**src/design/line_rasterizer_macros.svh**
```systemverilog
// Assertion macros shared by the line rasterizer RTL.
`ifndef LINE_RASTERIZER_MACROS_SVH
`define LINE_RASTERIZER_MACROS_SVH

`ifndef ASSERT_OFF
`define LR_ASSERT_IMPLY(label, clk, rst_n, ante, cons) \
    label: assert property (@(posedge clk) disable iff (!rst_n) (ante) |-> (cons)) \
        else $error("line_rasterizer assertion failed");
`define LR_ASSERT_NEXT(label, clk, rst_n, ante, cons) \
    label: assert property (@(posedge clk) disable iff (!rst_n) (ante) |=> (cons)) \
        else $error("line_rasterizer assertion failed");
`else
`define LR_ASSERT_IMPLY(label, clk, rst_n, ante, cons)
`define LR_ASSERT_NEXT(label, clk, rst_n, ante, cons)
`endif

`endif

```
**src/design/lr_pkg.sv**
```systemverilog
// Types and constants shared by the line rasterizer modules.
package lr_pkg;

    localparam int LR_COORD_W   = 6;
    localparam int LR_DIM_W     = 7;
    localparam int LR_ERR_W     = 9;
    localparam int LR_CFG_IDX_W = 2;
    localparam int LR_QDEPTH    = 2;
    localparam int LR_QPTR_W    = $clog2(LR_QDEPTH);
    localparam int LR_QCNT_W    = $clog2(LR_QDEPTH + 1);

    localparam logic [LR_DIM_W-1:0] LR_DIM_RESET = 7'd64;

    typedef enum logic [LR_CFG_IDX_W-1:0] {
        CFG_IMAGE_WIDTH  = 2'd0,
        CFG_IMAGE_HEIGHT = 2'd1
    } cfg_reg_t;

    typedef struct packed {
        logic [LR_DIM_W-1:0] width;
        logic [LR_DIM_W-1:0] height;
    } img_cfg_t;

    // One classified segment, ready for stepping.
    typedef struct packed {
        logic [LR_COORD_W-1:0]      x;
        logic [LR_COORD_W-1:0]      y;
        logic [LR_COORD_W-1:0]      xe;
        logic [LR_COORD_W-1:0]      ye;
        logic [LR_COORD_W-1:0]      dx;
        logic [LR_COORD_W-1:0]      dy;
        logic                       x_neg;
        logic                       y_neg;
        logic signed [LR_ERR_W-1:0] err;
    } job_t;

    typedef struct packed {
        logic valid;
        job_t job;
    } q_push_t;

    typedef struct packed {
        logic full;
        logic empty;
    } q_stat_t;

endpackage

```
**src/design/lr_if.sv**
```systemverilog
// Channel interfaces: segment input, pixel output, configuration write.
interface lr_seg_if;
    logic                          valid;
    logic                          ready;
    logic [lr_pkg::LR_COORD_W-1:0] start_x;
    logic [lr_pkg::LR_COORD_W-1:0] start_y;
    logic [lr_pkg::LR_COORD_W-1:0] end_x;
    logic [lr_pkg::LR_COORD_W-1:0] end_y;

    modport source (output valid, start_x, start_y, end_x, end_y, input ready);
    modport sink   (input valid, start_x, start_y, end_x, end_y, output ready);
endinterface

interface lr_pix_if;
    logic                          valid;
    logic                          ready;
    logic [lr_pkg::LR_COORD_W-1:0] pixel_x;
    logic [lr_pkg::LR_COORD_W-1:0] pixel_y;
    logic                          visible;
    logic                          last;

    modport source (output valid, pixel_x, pixel_y, visible, last, input ready);
    modport sink   (input valid, pixel_x, pixel_y, visible, last, output ready);
endinterface

interface lr_cfg_if;
    logic                            valid;
    logic                            ready;
    logic [lr_pkg::LR_CFG_IDX_W-1:0] index;
    logic [lr_pkg::LR_DIM_W-1:0]     data;

    modport source (output valid, index, data, input ready);
    modport sink   (input valid, index, data, output ready);
endinterface

```
**src/design/lr_front.sv**
```systemverilog
// Front end: accepts segments, clamps endpoints, works out deltas, steps and start error.
module lr_front #(
    parameter int COORD_RANGE = 64
) (
    lr_seg_if.sink           seg,
    input  lr_pkg::q_stat_t  q_stat,
    output lr_pkg::q_push_t  q_push
);
    import lr_pkg::*;

    localparam int TOP = (COORD_RANGE - 1 > (1 << LR_COORD_W) - 1) ?
                         (1 << LR_COORD_W) - 1 : COORD_RANGE - 1;
    localparam logic [LR_COORD_W-1:0] TOP_C = LR_COORD_W'(TOP);

    logic [LR_COORD_W-1:0] xs, ys, xe, ye;
    logic [LR_COORD_W-1:0] dx, dy;
    logic [LR_ERR_W-1:0]   half_dx, half_dy;

    always_comb
    begin
        xs = (seg.start_x > TOP_C) ? TOP_C : seg.start_x;
        ys = (seg.start_y > TOP_C) ? TOP_C : seg.start_y;
        xe = (seg.end_x > TOP_C) ? TOP_C : seg.end_x;
        ye = (seg.end_y > TOP_C) ? TOP_C : seg.end_y;
        dx = (xe > xs) ? xe - xs : xs - xe;
        dy = (ye > ys) ? ye - ys : ys - ye;
        half_dx = LR_ERR_W'(dx >> 1);
        half_dy = LR_ERR_W'(dy >> 1);

        q_push.job.x     = xs;
        q_push.job.y     = ys;
        q_push.job.xe    = xe;
        q_push.job.ye    = ye;
        q_push.job.dx    = dx;
        q_push.job.dy    = dy;
        q_push.job.x_neg = !(xs < xe);
        q_push.job.y_neg = !(ys < ye);
        // x major keeps +dx/2, otherwise the error starts at -dy/2
        q_push.job.err   = (dx > dy) ? signed'(half_dx) : -signed'(half_dy);
        q_push.valid     = seg.valid && !q_stat.full;
    end

    assign seg.ready = !q_stat.full;

endmodule

```
**src/design/lr_queue.sv**
```systemverilog
// Short job queue between front and back end.
`include "line_rasterizer_macros.svh"
module lr_queue (
    input  logic             clk,
    input  logic             rst_n,
    input  lr_pkg::q_push_t  q_push,
    input  logic             pop,
    output lr_pkg::q_stat_t  q_stat,
    output lr_pkg::job_t     head
);
    import lr_pkg::*;

    job_t                 mem_reg [LR_QDEPTH];
    logic [LR_QPTR_W-1:0] wr_ptr_reg, wr_ptr_next;
    logic [LR_QPTR_W-1:0] rd_ptr_reg, rd_ptr_next;
    logic [LR_QCNT_W-1:0] count_reg, count_next;
    logic                 do_push, do_pop;

    always_comb
    begin
        q_stat.full  = (count_reg == LR_QCNT_W'(LR_QDEPTH));
        q_stat.empty = (count_reg == '0);
        do_push      = q_push.valid && !q_stat.full;
        do_pop       = pop && !q_stat.empty;
        wr_ptr_next  = do_push ? LR_QPTR_W'(wr_ptr_reg + 1'b1) : wr_ptr_reg;
        rd_ptr_next  = do_pop ? LR_QPTR_W'(rd_ptr_reg + 1'b1) : rd_ptr_reg;
        count_next   = count_reg;
        if (do_push && !do_pop)
        begin
            count_next = count_reg + 1'b1;
        end
        else if (do_pop && !do_push)
        begin
            count_next = count_reg - 1'b1;
        end
        head = mem_reg[rd_ptr_reg];
    end

    always_ff @(posedge clk or negedge rst_n)
    begin
        if (!rst_n)
        begin
            wr_ptr_reg <= '0;
            rd_ptr_reg <= '0;
            count_reg  <= '0;
        end
        else
        begin
            wr_ptr_reg <= wr_ptr_next;
            rd_ptr_reg <= rd_ptr_next;
            count_reg  <= count_next;
        end
    end

    always_ff @(posedge clk)
    begin
        if (do_push)
        begin
            mem_reg[wr_ptr_reg] <= q_push.job;
        end
    end

    `LR_ASSERT_IMPLY(a_cnt_bound, clk, rst_n, 1'b1, count_reg <= LR_QCNT_W'(LR_QDEPTH))
    `LR_ASSERT_NEXT(a_cnt_track, clk, rst_n, do_push && !do_pop, count_reg == $past(count_reg) + 1'b1)

endmodule

```
**src/design/lr_back.sv**
```systemverilog
// Back end: steps the Bresenham error one pixel per cycle into the output register while pix is not stalled.
`include "line_rasterizer_macros.svh"
module lr_back (
    input  logic              clk,
    input  logic              rst_n,
    input  lr_pkg::img_cfg_t  img_cfg,
    input  lr_pkg::q_stat_t   q_stat,
    input  lr_pkg::job_t      head,
    output logic              pop,
    lr_pix_if.source          pix
);
    import lr_pkg::*;

    job_t                  job_reg, job_next;
    logic                  busy_reg, busy_next;
    logic                  out_valid_reg, out_valid_next;
    logic [LR_COORD_W-1:0] px_reg, py_reg;
    logic                  vis_reg, last_reg;

    logic                  out_free, advance, done;
    logic                  step_x, step_y;
    logic signed [LR_ERR_W-1:0] neg_dx, pos_dy, pos_dx;

    always_comb
    begin
        out_free = !out_valid_reg || pix.ready;
        advance  = busy_reg && out_free;
        done     = (job_reg.x == job_reg.xe) && (job_reg.y == job_reg.ye);
        pop      = !q_stat.empty && (!busy_reg || (advance && done));

        pos_dx = signed'(LR_ERR_W'(job_reg.dx));
        pos_dy = signed'(LR_ERR_W'(job_reg.dy));
        neg_dx = -pos_dx;
        step_x = job_reg.err > neg_dx;
        step_y = job_reg.err < pos_dy;

        job_next = job_reg;
        if (pop)
        begin
            job_next = head;
        end
        else if (advance && !done)
        begin
            job_next.err = job_reg.err - (step_x ? pos_dy : '0) + (step_y ? pos_dx : '0);
            if (step_x)
            begin
                job_next.x = job_reg.x_neg ? job_reg.x - 1'b1 : job_reg.x + 1'b1;
            end
            if (step_y)
            begin
                job_next.y = job_reg.y_neg ? job_reg.y - 1'b1 : job_reg.y + 1'b1;
            end
        end

        busy_next = busy_reg;
        if (pop)
        begin
            busy_next = 1'b1;
        end
        else if (advance && done)
        begin
            busy_next = 1'b0;
        end

        out_valid_next = out_valid_reg;
        if (advance)
        begin
            out_valid_next = 1'b1;
        end
        else if (pix.ready)
        begin
            out_valid_next = 1'b0;
        end
    end

    always_ff @(posedge clk or negedge rst_n)
    begin
        if (!rst_n)
        begin
            busy_reg      <= 1'b0;
            out_valid_reg <= 1'b0;
        end
        else
        begin
            busy_reg      <= busy_next;
            out_valid_reg <= out_valid_next;
        end
    end

    always_ff @(posedge clk)
    begin
        job_reg <= job_next;
        if (advance)
        begin
            px_reg   <= job_reg.x;
            py_reg   <= job_reg.y;
            vis_reg  <= (LR_DIM_W'(job_reg.x) < img_cfg.width) &&
                        (LR_DIM_W'(job_reg.y) < img_cfg.height);
            last_reg <= done;
        end
    end

    assign pix.valid   = out_valid_reg;
    assign pix.pixel_x = px_reg;
    assign pix.pixel_y = py_reg;
    assign pix.visible = vis_reg;
    assign pix.last    = last_reg;

    `LR_ASSERT_NEXT(a_run_cont, clk, rst_n, advance && !done, busy_reg && out_valid_reg)
    `LR_ASSERT_NEXT(a_last_end, clk, rst_n, advance && done && q_stat.empty, !busy_reg && pix.last)

endmodule

```
**src/design/line_rasterizer.sv**
```systemverilog
// Top level of the Bresenham line rasterizer.
//
//  channel | dir | word                                   | accepted when
//  --------+-----+----------------------------------------+-------------------
//  seg     | in  | start_x, start_y, end_x, end_y         | seg.valid & ready
//  pix     | out | pixel_x, pixel_y, visible, last        | pix.valid & ready
//  cfg     | in  | index, data (0 image_width, 1 height)  | cfg.valid & ready
//
// A segment yields max(|dx|,|dy|)+1 pixels, one pixel per cycle from the back-end
// error stepper; the front classifies one segment per cycle into a two-deep queue.
// Reset: image size 64 x 64, queue empty, no pixel pending.
// A stalled pix channel holds the stepper; seg stalls only when the queue is full.
module line_rasterizer #(
    parameter int COORD_RANGE = 64
) (
    input  logic     clk,
    input  logic     rst_n,
    lr_cfg_if.sink   cfg,
    lr_seg_if.sink   seg,
    lr_pix_if.source pix
);
    import lr_pkg::*;

    img_cfg_t img_cfg_reg, img_cfg_next;
    q_push_t  q_push;
    q_stat_t  q_stat;
    job_t     head;
    logic     pop;

    assign cfg.ready = 1'b1;

    always_comb
    begin
        img_cfg_next = img_cfg_reg;
        if (cfg.valid)
        begin
            case (cfg.index)
                CFG_IMAGE_WIDTH:  img_cfg_next.width  = cfg.data;
                CFG_IMAGE_HEIGHT: img_cfg_next.height = cfg.data;
                default:          img_cfg_next = img_cfg_reg;
            endcase
        end
    end

    always_ff @(posedge clk or negedge rst_n)
    begin
        if (!rst_n)
        begin
            img_cfg_reg.width  <= LR_DIM_RESET;
            img_cfg_reg.height <= LR_DIM_RESET;
        end
        else
        begin
            img_cfg_reg <= img_cfg_next;
        end
    end

    lr_front #(
        .COORD_RANGE (COORD_RANGE)
    ) u_front (
        .seg    (seg),
        .q_stat (q_stat),
        .q_push (q_push)
    );

    lr_queue u_queue (
        .clk    (clk),
        .rst_n  (rst_n),
        .q_push (q_push),
        .pop    (pop),
        .q_stat (q_stat),
        .head   (head)
    );

    lr_back u_back (
        .clk     (clk),
        .rst_n   (rst_n),
        .img_cfg (img_cfg_reg),
        .q_stat  (q_stat),
        .head    (head),
        .pop     (pop),
        .pix     (pix)
    );

endmodule

```
**src/flat_wrapper.sv**
```systemverilog
// flat-port wrapper written by rule: the top's interface ports become plain ports
module line_rasterizer_flat import lr_pkg::*;
#(
    parameter int COORD_RANGE = 64
)
  (clk, rst_n, cfg_valid, cfg_index, cfg_data, cfg_ready, seg_valid, seg_start_x, seg_start_y, seg_end_x, seg_end_y, seg_ready, pix_valid, pix_pixel_x, pix_pixel_y, pix_visible, pix_last, pix_ready);
  lr_cfg_if cfg_i ();
  lr_seg_if seg_i ();
  lr_pix_if pix_i ();
  input  logic clk;
  input  logic rst_n;
  input wire logic [$bits(cfg_i.valid)-1:0] cfg_valid;
  input wire logic [$bits(cfg_i.index)-1:0] cfg_index;
  input wire logic [$bits(cfg_i.data)-1:0] cfg_data;
  output wire logic [$bits(cfg_i.ready)-1:0] cfg_ready;
  input wire logic [$bits(seg_i.valid)-1:0] seg_valid;
  input wire logic [$bits(seg_i.start_x)-1:0] seg_start_x;
  input wire logic [$bits(seg_i.start_y)-1:0] seg_start_y;
  input wire logic [$bits(seg_i.end_x)-1:0] seg_end_x;
  input wire logic [$bits(seg_i.end_y)-1:0] seg_end_y;
  output wire logic [$bits(seg_i.ready)-1:0] seg_ready;
  output wire logic [$bits(pix_i.valid)-1:0] pix_valid;
  output wire logic [$bits(pix_i.pixel_x)-1:0] pix_pixel_x;
  output wire logic [$bits(pix_i.pixel_y)-1:0] pix_pixel_y;
  output wire logic [$bits(pix_i.visible)-1:0] pix_visible;
  output wire logic [$bits(pix_i.last)-1:0] pix_last;
  input wire logic [$bits(pix_i.ready)-1:0] pix_ready;
  assign cfg_i.valid = cfg_valid;
  assign cfg_i.index = cfg_index;
  assign cfg_i.data = cfg_data;
  assign cfg_ready = cfg_i.ready;
  assign seg_i.valid = seg_valid;
  assign seg_i.start_x = seg_start_x;
  assign seg_i.start_y = seg_start_y;
  assign seg_i.end_x = seg_end_x;
  assign seg_i.end_y = seg_end_y;
  assign seg_ready = seg_i.ready;
  assign pix_valid = pix_i.valid;
  assign pix_pixel_x = pix_i.pixel_x;
  assign pix_pixel_y = pix_i.pixel_y;
  assign pix_visible = pix_i.visible;
  assign pix_last = pix_i.last;
  assign pix_i.ready = pix_ready;
  line_rasterizer #(.COORD_RANGE(COORD_RANGE)) u_core (.clk(clk), .rst_n(rst_n), .cfg(cfg_i), .seg(seg_i), .pix(pix_i));
endmodule
```
**config.mk**
```make
export PLATFORM = sky130hd
export DESIGN_NAME = line_rasterizer_flat
export DESIGN_NICKNAME = d
export VERILOG_FILES = /design/src/design/lr_pkg.sv /design/src/design/lr_if.sv /design/src/design/lr_front.sv /design/src/design/lr_queue.sv /design/src/design/lr_back.sv /design/src/design/line_rasterizer.sv /design/src/flat_wrapper.sv
export VERILOG_INCLUDE_DIRS = /design/src /design/src/design
export SDC_FILE = /design/constraint.sdc
export NUM_CORES = 1
export LEC_CHECK = 0
export BUFFER_PORTS_ARGS = -buffer_cell sky130_fd_sc_hd__buf_2
export CAP_MARGIN = 0
export CORE_MARGIN = 3
export CORE_UTILIZATION = 64
export CTS_BUF_LIST = sky130_fd_sc_hd__clkbuf_4 sky130_fd_sc_hd__clkbuf_8
export DETAILED_ROUTE_END_ITERATION = 16
export MAX_ROUTING_LAYER = met4
export PLACE_DENSITY = 0.85
export SYNTH_ARGS = -nofsm -noshare
export SYNTH_HDL_FRONTEND = slang
export SYNTH_SLANG_ARGS = --single-unit
```
**constraint.sdc**
```tcl
create_clock -name clk -period 5.5 [get_ports clk]
set_clock_uncertainty 0.2 [all_clocks]
set_input_delay 0.55 -clock clk [delete_from_list [all_inputs] [get_ports clk]]
set_output_delay 0.55 -clock clk [all_outputs]
set_load 0.005 [all_outputs]
```
==> impl_metrics.yaml, run 1 <==
yosys:
  yosys_warnings: 0
  synthCells: 772
  yosysTopAreaCell: "edfxtp_1"
  synth-edff-count: 155
  yosys-top-cells-area: "edfxtp_1, ha_1, dfrtp_1, mux2_2, inv_1"
  synth_seq_area_share_pct: 54.7
  synth_top_cell_area_share_pct: 49.3
  netlist_area_mm2: 0.00943
  async_flop_share_pct: 11.4
  synthFlopType: "edfxtp_1"
  avgSynthCellArea_um2: 12.2
  yosys_register_bits: 175
  syn_nets: 898
  yosysUniqueCellTypes: 55
critical_path:
  cp.arrival_ns: 4.82
  path_buf_inv: 3
  slowest_stage: "fa_1"
  crit_path_end_kind: "flip-flop"
  cp_max_fo: 6
  path_cells: "inv_1 -> ha_1 -> xor2_1 -> ha_1 -> a21o_1 -> a21o_1 -> a211oi_1 -> o21a_1 -> o22ai_1 -> inv_1 -> nor2_1 -> fa_1 -> inv_1 -> fa_1 -> a21o_1 -> a21oi_1 -> o21ai_0 -> nor4_1 -> nor3_1 -> xor2_1 -> a21oi_1"
  critPathMaxStageDelay_ns: 0.51
  worstSetupPathType: "flip-flop to flip-flop"
  worstSetupStartpointType: "flip-flop"
  worstPathRequired_ns: 5.47
  critPathTopFamily: "adder cells"
finish:
  finalInstanceArea_mm2: 0.0101
  syn_to_final_growth_pct: 7.55
  utilization_pct: 71.7
  largest_reg_flops: 94
  final_net_count: 933
  antenna_cells: 0
  drive_gt1_share_pct: 17.4
  n_fill_cell: 936
floorplanning:
  die_area_mm2: 0.0162
  core-area_mm2: 0.0141
  num_rows: 43
  die_h_um: 127
  pin_count: 55
  die_w_um: 127
  start_util_pct: 66.7
drt:
  vias: 5767
  viasPerCell: 5.77
  drt_wl_total_um: 17600
  wire_per_inst_um: 17.6
  ant_nets: 0
  drtIter0Drc: 421
  drtPass1Iterations: 5
  drc: 0
cts:
  clk_pin_slew_ns: 0.09
  cts_root_buffer: "clkbuf_8"
  clk_path_buf_depth: 2
  htree_num_levels: 4
  hold_buffers: 1
  cts_sinks: 175
  cts_buffers: 17
  cts_resized: 0
  cts_tree: "yes"
  postCtsSetupBuffers: 0
  clock_latency_ns: 0.45
timing:
  worstMarginPinSlew_ns: 1.16
  fin_crit_sh_pct: 88.1
  period_minus_slack_ns: 4.84
  setup_violations: 0
  rsz0062_at_grt: "no"
  hold_viol: 0
  setup_tns_ns: 0
  max_slew_margin_pct: 22.7
  whs_ns: 0.119
  maxSlewViolCount: 0
  fmax_ghz: 0.206
placed_design:
  port_buffers: 53
  dp_hpwl_um: 12900
  place_congestion: 0.916
  dpl_cell_area_mm2: 0.00978
outcome:
  status: "finished clean"
global_routing:
  grt_pass1_wl_um: 28800
  antenna_found_initial: 0
  grt_pass1_vias: 5777
  grt_use_total_pct: 23.5
  grt_start_max_net_pins: 57
  grt.overflow.total: 0
power:
  power_density_mw_per_mm2: 480
  vdd_drop_max_v: 0.000284
  power_uw: 4870
  power_leakage_uw: 0.00426
hold_path:
  hold_path_class: "input port to flip-flop"
job:
  maxCapViolCount: 0
[synth_stat cells, types with 2 or more instances]
cell      number
edfxtp_1     155
inv_1         96
ha_1          76
nand2_1       46
mux2_2        36
nor2_1        32
a21oi_1       30
clkbuf_1      30
xor2_1        24
xnor2_1       23
a21o_1        22
o21ai_0       21
mux2i_1       20
dfrtp_1       18
o21ai_1       18
a211oi_1      13
fa_1          12
nor2b_1       12
nor3_1         7
a21boi_0       6
nor4_1         6
a31oi_1        5
nand2b_1       5
nand3_1        5
buf_2          4
buf_4          4
nand4_1        4
and2_1         3
nand3b_1       3
a21oi_2        2
a32oi_1        2
and3_1         2
and3b_1        2
buf_1          2
buf_6          2
dfstp_2        2
mux2_4         2
o21bai_1       2
or2_2          2
[cells in the final DEF, fill, tap and decap left out, drive strengths merged, types with 12 or more instances in the layout]
cell type  synthesis  layout
edfxtp           155     155
inv               97     101
ha                76      76
buf               12      57
nand2             46      46
mux2              39      39
o21ai             39      39
nor2              33      33
a21oi             33      33
xor2              24      24
xnor2             24      24
a21o              22      22
mux2i             20      20
clkbuf            30      18
dfrtp             18      18
a211oi            13      13
nor2b             13      13
fa                12      12
[worst paths after layout]
path / startpoint / to / slack [ns] / cells past startpoint
max: u_core.u_back.job_reg[17]$_DFFE_PP_ / u_core.u_back.job_reg[8]$_DFFE_PP_ / 0.66 / 21
min: seg_end_x[3] / u_core.u_queue.mem_reg[0][32]$_DFFE_PP_ / 0.12 / 1
max reg2reg: u_core.u_back.job_reg[17]$_DFFE_PP_ / u_core.u_back.job_reg[8]$_DFFE_PP_ / 0.66 / 21
min reg2reg: u_core.u_back.busy_reg$_DFFE_PN0P_ / u_core.u_back.pix.valid$_DFFE_PN0P_ / 0.30 / 1
max in group asynchronous: rst_n / u_core.img_cfg_reg[13]$_DFFE_PN1P_ / 4.36 / 2
min in group asynchronous: rst_n / u_core.u_queue.wr_ptr_reg$_DFFE_PN0P_ / 0.38 / 2
[logic make-up (layout without fill, tap and decap cells)]
kind of cell	after synthesis	count (layout)	share of synthesized area, %
multiplexers	59	59	6.86
AO/OA/AOI/OAI	129	129	8.61
AND/OR/NAND/NOR	133	133	6.75
XOR/XNOR	48	48	4.54
flip-flops	175	175	54.7
buffers and inverters	139	187	5.90
adder cells (fa/ha/maj)	88	88	12.6
other	1	1	0.0398
[through the flow]
step | setup WS (ns) | std cells
final | 0.656 | 1000
after global routing | 0.345 | 1000
after CTS | 0.685 | 1000
after detailed placement | 0.715 | 967
after global placement | 0.804 | 967
after floorplan | 1.09 | 772
[report_power, final]
group          internal, uW  switching [uW]
Combinational           850            1090
Sequential             1950             186
Clock                   325             472
Total                  3130            1740
[worst reg2reg max path, stage by stage, from the launching register on]
cell and delay, ns:
edfxtp_1 0.43, inv_1 0.13, ha_1 0.22, xor2_1 0.17, ha_1 0.26, a21o_1 0.18
a21o_1 0.17, a211oi_1 0.23, o21a_1 0.14, o22ai_1 0.09, inv_1 0.17, nor2_1 0.08
fa_1 0.51, inv_1 0.08, fa_1 0.46, a21o_1 0.19, a21oi_1 0.21, o21ai_0 0.15
nor4_1 0.19, nor3_1 0.11, xor2_1 0.14, a21oi_1 0.09
[area by class of cell]
class / count / area [um2] / share of cell area [%]
flip-flops and latches: 175 / 5160 / 50.9
multi-input cells: 458 / 3740 / 36.9
inverters: 97 / 364 / 3.59
repair buffers: 58 / 305 / 3.01
clock buffers: 18 / 241 / 2.38
well taps: 180 / 225 / 2.22
clock inverters: 14 / 111 / 1.10
[layer usage]
metal	GRT usage (%)	up-vias	wire length [um]
met5	-	-	0
met1	32.1	2795	8040
li1	-	2762	-
met3	3.64	30	824
met4	9.09	0	424
met2	36.1	180	8330
(Power assumes the default switching activity.)
==> run 2: changes to the inputs <==
- CORE_ASPECT_RATIO: unset -> 0.7
==> run 2 against run 1 <==
Setup slack got worse by 0.25 ns. Core utilization rose by 0.41 points. Sequential share of layout area fell by 0.27 points. Global-route usage up 2.4 points. Via count is 2.4% higher. Power up 3.4%. Flip-flop and latch count stayed put.
==> impl_metrics.yaml, run 2 (synthesis results as in run 1) <==
floorplanning:
  die_h_um: 108
  num_rows: 36
  core-area_mm2: 0.0141
  die_w_um: 151
  pin_count: 55
  start_util_pct: 66.7
  die_area_mm2: 0.0163
finish:
  largest_reg_flops: 94
  drive_gt1_share_pct: 17.6
  syn_to_final_growth_pct: 8.12
  n_fill_cell: 962
  final_net_count: 933
  antenna_cells: 0
  final_common_cell: "edfxtp_1"
  layout_common_cells: "edfxtp_1, inv_1, ha_1"
  finalInstanceArea_mm2: 0.0102
timing:
  setup_tns_ns: 0
  period_minus_slack_ns: 5.09
  maxSlewViolCount: 0
  rsz0062_at_grt: "no"
  worstMarginPinSlew_ns: 1.19
  hold_viol: 0
  fin_crit_sh_pct: 92.6
  setup_violations: 0
  fmax_ghz: 0.196
  max_slew_margin_pct: 20.6
placed_design:
  port_buffers: 53
  dpl_cell_area_mm2: 0.00979
  dp_hpwl_um: 14000
  place_congestion: 0.916
drt:
  viasPerCell: 5.85
  drtIter0Drc: 487
  drt_wl_total_um: 19400
  vias: 5906
  drtPass1Iterations: 5
  ant_nets: 0
  wire_per_inst_um: 19.2
  drc: 0
power:
  p_switching_uw: 1810
  power_leakage_uw: 0.00429
  power_frac_clock_pct: 17.8
  pwr-share-comb_pct: 39.6
  p_sw_share_pct: 36.0
  power_density_mw_per_mm2: 494
  p_int_uw: 3230
  seq_power_share_pct: 42.7
  vdd_drop_max_v: 0.000299
global_routing:
  gr-usage-met3_pct: 5.68
  use_met1_pct: 37.1
  grt_use_total_pct: 25.9
  grt_pass1_vias: 5896
  grt_start_max_net_pins: 57
  grt.met2_usage_pct: 37.9
  grt_pass1_wl_um: 30600
  top_usage_layer: "met2"
  antenna_found_initial: 0
  grt.overflow.total: 0
critical_path:
  cp_max_fo: 6
  cp.arrival_ns: 5.08
  worstSetupPathType: "flip-flop to flip-flop"
  worstPathRequired_ns: 5.49
  crit_path_end_kind: "flip-flop"
  worstSetupStartpointType: "flip-flop"
cts:
  htree_num_levels: 4
  clock_latency_ns: 0.46
  cts_root_buffer: "clkbuf_8"
  clk_pin_slew_ns: 0.09
  hold_buffers: 1
  cts_tree: "yes"
  cts_resized: 0
  clk_path_buf_depth: 2
  postCtsSetupBuffers: 0
  cts_sinks: 175
  cts_buffers: 17
outcome:
  status: "finished clean"
hold_path:
  hold_path_class: "input port to flip-flop"
job:
  maxCapViolCount: 0
run 2: cell type report:
type / count / area [um2] / area share (%)
clock inverter: 14 / 153 / 1.50
sequential: 175 / 5160 / 50.6
timing repair buffer: 58 / 305 / 2.99
multi-input combinational: 458 / 3740 / 36.7
clock buffer: 18 / 241 / 2.37
inverter: 97 / 364 / 3.57
tap: 190 / 238 / 2.33
run 2: through the flow:
step	power (uW)	hold slack (ns)	utilization [%]	setup WS, ns	cells
2_1_floorplan	3600	0.0544	-	1.09	772
3_3_place_gp	3990	0.257	69.2	0.843	977
3_5_place_dp	4130	0.288	69.2	0.587	977
4_1_cts	5030	0.0882	72.1	0.547	1010
5_1_grt	5380	0.0763	72.1	0.227	1010
6_report	5040	0.107	72.1	0.406	1010
run 2: per-layer routing:
metal | vias to the layer above | routed length, um
li1 | 2757 | -
met1 | 2866 | 8910
met2 | 245 | 8720
met3 | 38 | 1450
met4 | 0 | 348
met5 | - | 0
run 2: path summary, 6_finish.rpt:
check	from	endpoint	slack, ns	depth (start not counted)
worst max-delay path	u_core.u_back.job_reg[17]$_DFFE_PP_	u_core.u_back.job_reg[8]$_DFFE_PP_	0.41	21
worst min-delay path	seg_start_x[3]	u_core.u_queue.mem_reg[0][44]$_DFFE_PP_	0.11	1
worst max register to register	u_core.u_back.job_reg[17]$_DFFE_PP_	u_core.u_back.job_reg[8]$_DFFE_PP_	0.41	21
worst min register to register	u_core.u_back.busy_reg$_DFFE_PN0P_	u_core.u_back.pix.valid$_DFFE_PN0P_	0.30	1
max in group asynchronous	rst_n	u_core.img_cfg_reg[6]$_DFFE_PN1P_	4.39	2
min in group asynchronous	rst_n	u_core.img_cfg_reg[1]$_DFFE_PN0P_	0.37	2
run 2: critical path, cell delays in order (launching register included):
cell      delay (ns)
edfxtp_1        0.44
inv_1           0.13
ha_1            0.25
xor2_1          0.17
ha_1            0.27
a21o_1          0.19
a21o_1          0.17
a211oi_1        0.32
o21a_1          0.17
o22ai_1         0.11
inv_1           0.19
nor2_1          0.09
fa_1            0.51
inv_1           0.07
fa_1            0.45
a21o_1          0.17
a21oi_1         0.22
o21ai_0         0.16
nor4_1          0.20
nor3_1          0.11
xor2_1          0.15
a21oi_1         0.09
run 2: power groups by stage:
stage          Clock, uW  Combinational (uW)  Sequential (uW)
6_report             895                1990             2150
5_1_grt              966                2240             2180
3_3_place_gp           0                1840             2150
2_1_floorplan          0                1500             2090
3_5_place_dp           0                1960             2170
4_1_cts              902                1990             2140
==> run 3: changes to the inputs <==
- GPL_ROUTABILITY_DRIVEN: unset -> 1
- PLACE_DENSITY: 0.85 -> 0.83
==> run 3 against run 2 <==
Maximum frequency grew 4.2%. Design area is essentially flat. Flip-flop and latch count unchanged. Setup slack improved by 0.20 ns. Register-to-register slack improved by 0.20 ns. Sequential power barely moved. Clock-buffer cell count is 2 higher. First-iteration DRC count is 11% higher. Core utilization about the same. Clock power fell by 2%. Critical path type unchanged. Largest cell class unchanged.
==> impl_metrics.yaml, run 3 (synthesis results as in run 1) <==
critical_path:
  cp.arrival_ns: 4.87
  worstPathRequired_ns: 5.48
  cp_max_fo: 6
  crit_path_end_kind: "flip-flop"
  critPathTopFamily: "compound AO/OA/AOI/OAI gates"
  endpoint: "u_core.u_back.job_reg[8]$_DFFE_PP_"
  cp.depth: 21
  r2r_cells: 21
  worstSetupPathType: "flip-flop to flip-flop"
  slowest_stage: "fa_1"
  path_cells: "inv_1 -> ha_1 -> xor2_1 -> ha_1 -> a21o_1 -> a21o_1 -> a211oi_1 -> o21a_1 -> o22ai_1 -> inv_1 -> nor2_1 -> fa_1 -> inv_1 -> fa_1 -> a21o_1 -> a21oi_1 -> o21ai_0 -> nor4_1 -> nor3_1 -> xor2_1 -> a21oi_1"
  worstSetupStartpointType: "flip-flop"
  r2r_end: "u_core.u_back.job_reg[8]$_DFFE_PP_"
  crit-reg2reg-launch: "u_core.u_back.job_reg[17]$_DFFE_PP_"
  path_buf_inv: 3
  r2r_slack_ns: 0.61
  critPathMaxStageDelay_ns: 0.50
  critPathLaunch: "u_core.u_back.job_reg[17]$_DFFE_PP_"
drt:
  drc: 0
  drtIter0Drc: 541
  wire_per_inst_um: 18.3
  drt_wl_total_um: 18400
  ant_nets: 0
  drtPass1Iterations: 5
  vias: 5776
  viasPerCell: 5.72
timing:
  setup_tns_ns: 0
  rsz0062_at_grt: "no"
  period_minus_slack_ns: 4.89
  setup_violations: 0
  worstMarginPinSlew_ns: 1.25
  fmax_ghz: 0.204
  max_slew_margin_pct: 16.2
  hold_viol: 0
  fin_crit_sh_pct: 88.9
  maxSlewViolCount: 0
global_routing:
  grt.overflow.total: 0
  grt_pass1_vias: 5645
  antenna_found_initial: 0
  grt_use_total_pct: 24.8
  grt_pass1_wl_um: 29200
  grt_start_max_net_pins: 57
job:
  maxCapViolCount: 0
cts:
  clk_pin_slew_ns: 0.09
  htree_num_levels: 4
  cts_root_buffer: "clkbuf_8"
  cts_sinks: 175
  clk_path_buf_depth: 2
  clock_latency_ns: 0.45
  postCtsSetupBuffers: 0
  cts_tree: "yes"
  cts_resized: 0
  cts_buffers: 17
floorplanning:
  pin_count: 55
  die_area_mm2: 0.0163
  die_h_um: 108
  die_w_um: 151
  core-area_mm2: 0.0141
  num_rows: 36
  start_util_pct: 66.7
outcome:
  status: "finished clean"
power:
  power_frac_clock_pct: 17.5
  vdd_drop_max_v: 0.000385
  power_leakage_uw: 0.00428
  p_int_uw: 3230
  seq_power_share_pct: 42.8
  power_density_mw_per_mm2: 492
  p_switching_uw: 1790
  p_sw_share_pct: 35.6
  pwr-share-comb_pct: 39.7
finish:
  final_net_count: 933
  antenna_cells: 0
  multi_input_area_mm2: 0.00374
  layout_common_cells: "edfxtp_1, inv_1, ha_1"
  drive_gt1_share_pct: 17.3
  n_fill_cell: 953
  utilization_pct: 72.1
  largest_reg_flops: 94
  regArea_mm2: 0.00516
  syn_to_final_growth_pct: 8.05
  final_common_cell: "edfxtp_1"
placed_design:
  dp_hpwl_um: 13400
  port_buffers: 53
  place_congestion: 0.942
hold_path:
  hold_path_class: "input port to flip-flop"
[run 3: repair_timing]
action / 4_1_cts / 5_1_grt
hold buffers: 1 / 0
endpoints found under the setup margin: 0 / 0
endpoints found under the hold margin: 18 / 0
[run 3: how the worst min path moves through the flow]
stage / from / end / slack, ns / depth (start not counted)
floorplan: rst_n / u_core.img_cfg_reg[0]$_DFFE_PN0P_ / 0.05 / 0
global placement: u_core.u_back.busy_reg$_DFFE_PN0P_ / u_core.u_back.pix.valid$_DFFE_PN0P_ / 0.26 / 1
detailed placement: u_core.u_back.busy_reg$_DFFE_PN0P_ / u_core.u_back.pix.valid$_DFFE_PN0P_ / 0.28 / 1
CTS: cfg_data[5] / u_core.img_cfg_reg[12]$_DFFE_PN0P_ / 0.09 / 3
global route: seg_start_y[3] / u_core.u_queue.mem_reg[1][38]$_DFFE_PP_ / 0.08 / 1
finish: seg_start_y[3] / u_core.u_queue.mem_reg[1][38]$_DFFE_PP_ / 0.12 / 1
[run 3: worst register-to-register path, stage by stage, from the launching register on]
cell      delay [ns]
edfxtp_1        0.42
inv_1           0.11
ha_1            0.21
xor2_1          0.17
ha_1            0.27
a21o_1          0.18
a21o_1          0.17
a211oi_1        0.27
o21a_1          0.14
o22ai_1         0.11
inv_1           0.19
nor2_1          0.08
fa_1            0.50
inv_1           0.07
fa_1            0.45
a21o_1          0.17
a21oi_1         0.21
o21ai_0         0.15
nor4_1          0.20
nor3_1          0.11
xor2_1          0.14
a21oi_1         0.09
[run 3: per-layer routing]
layer  global-route usage [%]  share of wire [%]  vias up
met1                     37.0                 48     2794
met5                        -                  0        -
met3                     5.64                7.1       17
met2                     35.1                 43      212
met4                     5.82                1.1        0
li1                         -                  -     2753
[run 3: final cells by class]
class / instances / share of cell area, %
flip-flops and latches: 175 / 50.6
multi-input cells: 458 / 36.7
inverters: 97 / 3.57
repair buffers: 58 / 3.00
clock buffers: 20 / 2.52
well taps: 190 / 2.33
clock inverters: 12 / 1.29
[run 3: stage by stage]
stage	instance area, um2	setup slack [ns]	hold slack, ns	total power (uW)	instances
finish	10200	0.609	0.120	5020	1010
global route	10200	0.246	0.0832	5380	1010
CTS	10200	0.603	0.0897	5010	1010
detailed placement	9790	0.632	0.283	4120	977
global placement	9790	0.740	0.256	4010	977
floorplan	9430	1.09	0.0544	3600	772
[run 3: power by group through the flow]
stage / clock network (uW) / registers [uW] / logic, uW
after floorplan: 0 / 2090 / 1500
after global placement: 0 / 2150 / 1860
after detailed placement: 0 / 2170 / 1950
after CTS: 889 / 2140 / 1980
after global routing: 957 / 2170 / 2240
final: 879 / 2150 / 1990
